<file path="src/sv/mi3_pkg.sv">
`timescale 1ns / 1ps
// ----------------------------------------------------------------------------
// mi3_pkg: shared types and constants of the 3x3 matrix inverse
// Fixed-point format, internal widths and the job and result records.
// ----------------------------------------------------------------------------
package mi3_pkg;

  // Q16.16 entries
  localparam int unsigned FracBits = 16;
  localparam int unsigned InW      = 32;
  // cofactor magnitude (p*q - r*s stays within 2^63)
  localparam int unsigned CofW     = 64;
  // determinant magnitude (three terms below 2^94 each)
  localparam int unsigned DetW     = 96;
  // divider: quotient of 2*cof*2^(2F)/det, one overflow bit on top
  localparam int unsigned QuoW     = InW + 2;
  localparam int unsigned RemW     = CofW + 2 * FracBits + 1;
  localparam int unsigned DvsW     = DetW + QuoW - 1;
  localparam int unsigned ThrW     = 31;

  // classified matrix handed from the front end to the divider
  typedef struct packed {
    logic [8:0]           cof_neg;
    logic [8:0][CofW-1:0] cof_mag;
    logic                 det_neg;
    logic [DetW-1:0]      det_mag;
    logic                 singular;
  } mi3_job_t;

  // one finished inverse
  typedef struct packed {
    logic [8:0][InW-1:0] inv;
    logic                singular;
    logic                saturated;
  } mi3_res_t;

endpackage

</file>
<file path="src/sv/mi3_queue.sv">
`timescale 1ns / 1ps
// ----------------------------------------------------------------------------
// mi3_queue: job queue between front end and divider
// Circular buffer with read and write pointers and a fill count.
// ----------------------------------------------------------------------------
module mi3_queue #(
  parameter int unsigned Depth = 4
) (
  input  logic              clk_i,
  input  logic              rst_ni,
  input  logic              push_i,
  input  mi3_pkg::mi3_job_t wdata_i,
  output logic              full_o,
  input  logic              pop_i,
  output mi3_pkg::mi3_job_t rdata_o,
  output logic              empty_o
);
  import mi3_pkg::*;

  localparam int unsigned PtrW = $clog2(Depth);
  localparam int unsigned CntW = $clog2(Depth + 1);

  mi3_job_t          mem_q [Depth];
  logic [PtrW-1:0]   wr_q, rd_q;
  logic [CntW-1:0]   cnt_q;

  assign full_o  = cnt_q == CntW'(Depth);
  assign empty_o = cnt_q == '0;
  assign rdata_o = mem_q[rd_q];

  // store pushed jobs
  always_ff @(posedge clk_i) begin
    if (push_i) begin
      mem_q[wr_q] <= wdata_i;
    end
  end

  // move pointers and count
  always_ff @(posedge clk_i or negedge rst_ni) begin
    if (!rst_ni) begin
      wr_q  <= '0;
      rd_q  <= '0;
      cnt_q <= '0;
    end else begin
      if (push_i) begin
        wr_q <= (wr_q == PtrW'(Depth - 1)) ? '0 : wr_q + 1'b1;
      end
      if (pop_i) begin
        rd_q <= (rd_q == PtrW'(Depth - 1)) ? '0 : rd_q + 1'b1;
      end
      if (push_i && !pop_i) begin
        cnt_q <= cnt_q + 1'b1;
      end else if (pop_i && !push_i) begin
        cnt_q <= cnt_q - 1'b1;
      end
    end
  end

endmodule

</file>
<file path="config.mk">
export PLATFORM = sky130hd
export DESIGN_NAME = mi3_queue
export DESIGN_NICKNAME = d
export VERILOG_FILES = /design/src/sv/mi3_pkg.sv /design/src/sv/mi3_queue.sv
export SDC_FILE = /design/constraint.sdc
export NUM_CORES = 2
export LEC_CHECK = 0
export BUFFER_PORTS_ARGS = -buffer_cell sky130_fd_sc_hd__buf_2
export CAP_MARGIN = 40
export CORE_AREA = 2 2 531 533
export DETAILED_ROUTE_END_ITERATION = 6
export DIE_AREA = 0 0 533 535
export GPL_TIMING_DRIVEN = 1
export PLACE_DENSITY_LB_ADDON = 0.3
export SLEW_MARGIN = 20
export SYNTH_ARGS = -nofsm -noshare
export SYNTH_HDL_FRONTEND = slang
export SYNTH_SLANG_ARGS = --single-unit
export TNS_END_PERCENT = 10
</file>
<file path="constraint.sdc">
create_clock -name clk_i -period 22.6 [get_ports clk_i]
set_input_delay 2.26 -clock clk_i [delete_from_list [all_inputs] [get_ports clk_i]]
set_output_delay 2.26 -clock clk_i [all_outputs]
set_load 0.005 [all_outputs]
</file>
==> flow_summary_export.csv <==
group,metric,value,unit
outcome,status,"complete, no violations",
critical_path,r2r_cells,9,
synthesis,syn-num-nets,4298,
worst_hold_path,worst_hold_path_type,"register to register",
power,p_leak,0.0402,µW
cts,clkLatencyLatePin,0.87,ns
critical_path,crit_required,20.34,ns
cts,numCtsBuffers,292,
timing,hold_violations,0,
cells_and_area,final_common_cell,"edfxtp_1",
global_route,grtUsageTotal,17.7,%
placed_design,place_area,111000,µm²
worst_hold_path,hold-path-cell-count,1,
critical_path,r2r-end,"mem_q[0][294]$_DFFE_PP_",
placed_design,gp_routability_congestion,0.803,
critical_path,path_class,"register to output port",
power,p_per_area,130,nW/µm²
cts,clock-sinks,2739,
cts,cts_hold_buffers,0,
cells_and_area,syn_to_final_growth,21.5,%
cts,post_cts_buffers,0,
detailed_routing,ant_nets,0,
critical_path,end_kind,"output port",
power,ir_drop,0.123,mV
synthesis,ys_seq_elements,2739,
cells_and_area,drive_gt1_share,46.8,%
placed_design,numPortBuffers,1371,
synthesis,synthesis.area,99000,µm²
synthesis,synth.avg_cell_area,27.5,µm²
die,die_area,285000,µm²
global_route,gr-total-overflow,0,
timing,worst-slew-pin-transition,1.24,ns
run,maxCapViolCount,0,
worst_hold_path,hold_end,"cnt_q[2]$_DFFE_PN0P_",
die,coreArea,279000,µm²
timing,max_freq,134,MHz
cts,ctsResizeCount,0,
synthesis,ys_types,20,
timing,setup_viol,0,
critical_path,reg2reg_slack,17.11,ns
synthesis,ys_seq_area_share,83.0,%
cts,clk_pin_slew,0.06,ns
placed_design,place.detailed.hpwl,175000,µm
detailed_routing,first_pass_iters,5,
synthesis,synthCells,3604,
critical_path,crit_start,"rd_q[1]$_DFFE_PN0P_",
detailed_routing,vias,46300,
timing,final.min_clock_period,7.45,ns
cts,clock_path_buffers,4,
placed_design,dp.cells,8630,
detailed_routing,drt_iter0_markers,3648,
cells_and_area,nets,5896,
timing,rsz0062_at_grt,"no",
timing,timing.final.crit_share,33.0,%
die,num_rows,194,
die,die_y,535,µm
critical_path,crit_fanout,127,
timing,fin_tns_setup,0,ns
global_route,grt_pass1_wl,361000,µm
detailed_routing,drt-total-wl,259000,µm
detailed_routing,drc,0,
cells_and_area,fin_area,120000,µm²
die,fp.dieW,533,µm
cts,cts_root_buf,"clkbuf_16",
synthesis,yosys_warnings,0,
timing,slew_headroom,17.3,%
die,ioPinCount,1372,
critical_path,cp.arrival,5.19,ns
cells_and_area,instances_no_fill,9250,
global_route,grt_pass1_vias,47400,
worst_hold_path,hold_start,"cnt_q[2]$_DFFE_PN0P_",
die,start_util,35.5,%
critical_path,critPathLaunchType,"register",
global_route,grt_max_degree,149,
timing,slew_viol_final,0,
global_route,antenna_found_initial,233,
cts,cts_htree_levels,5,
detailed_routing,wl_per_cell,28.0,µm
cts,cts_tree,"done",
detailed_routing,viasPerCell,5.00,
timing,finalClockSkew,0.0610,ns
cells_and_area,layout_common_cells,"2,732 x edfxtp_1, 1,371 x buf_2, 683 x mux4_2",
critical_path,r2r_start,"wr_q[0]$_DFFE_PN0P_",
==> worst max-delay path by stage <==
stage          slack, ns                       to  cells after the start
2_1_floorplan       3.90    mem_q[2][0]$_DFFE_PP_                      1
3_3_place_gp       14.67  mem_q[0][164]$_DFFE_PP_                      7
3_5_place_dp       15.33  mem_q[0][164]$_DFFE_PP_                      8
4_1_cts            14.89             rdata_o[440]                      8
5_1_grt            14.64             rdata_o[440]                      8
6_report           15.15             rdata_o[440]                      8
==> worst max-delay path, cell delays in order (launching register included) <==
cell and delay, ns:
dfrtp_4 0.66, buf_16 0.28, buf_4 0.36, buf_12 0.53, buf_4 0.73, buf_4 0.47
buf_16 0.32, mux4_2 0.40, buf_2 0.15
==> state kept, by name, summed over array words and instances, names as in the netlist <==
signal  flops
rd_q        2
wr_q        2
mem_q    2732
cnt_q       3
==> per-stage QoR <==
step / worst slack, ns / total power, µW / hold slack (ns) / util, %
after detailed placement: 15.33 / 11300 / 0.486 / 39.7
after global placement: 14.67 / 11200 / 0.480 / 39.4
after global routing: 14.64 / 16400 / 0.518 / 43.1
final: 15.15 / 15700 / 0.488 / 43.1
after floorplan: 3.90 / 9860 / 0.456 / -
after CTS: 14.89 / 16000 / 0.492 / 43.0
==> cell families after synthesis <==
family	Yosys count	synth area share [%]
DFF	2739	83.0
muxes	686	15.6
buffers and inverters	156	1.20
and+or+nand+nor	11	0.0569
adders and majority gates	7	0.0960
xor gates and xnor gates	3	0.0265
AOI/OAI and AO/OA	2	0.0101
==> where the power goes <==
| group | leakage (µW) | total [µW] | switching (µW) | internal (µW) |
|---|---|---|---|---|
| registers | 0.0252 | 6660 | 160 | 6500 |
| clock network | 0.00452 | 4610 | 1960 | 2650 |
| logic | 0.0105 | 4410 | 2460 | 1940 |
| total | 0.0402 | 15700 | 4590 | 11100 |
==> metal layers <==
layer,part of all wire [%],GRT usage [%]
met1,36,20.9
met2,49,29.0
met5,0.32,0
met4,3.5,5.87
met3,11,7.60
==> final cells by class <==
type	count	area, µm²
tap	3724	4660
sequential	2739	82200
multi-input combinational	709	15600
timing repair buffer	1456	8270
clock buffer	357	7660
antenna	93	233
clock inverter	168	1640
fill	23800	159000
inverter	4	15.0
==> cells in the mapped netlist <==
cell type  instances  share of area, %
xor2_1             2             0.018
dfrtp_1            7              0.18
edfxtp_1        2732                83
nor2_1             3             0.011
ha_1               6             0.076
buf_6             68              0.77
buf_2             47              0.24
nor3_1             1            0.0051
buf_1              1            0.0038
xnor2_1            1            0.0088
and2_1             4             0.025
mux2_2             3             0.034
nor3b_1            1            0.0076
buf_4              9             0.068
clkbuf_1          27              0.10
inv_1              4             0.015
fa_1               1             0.020
nand2_1            2            0.0076
mux4_2           683                16
o21ai_0            2             0.010
No activity file was read; power rests on OpenSTA's default activity.
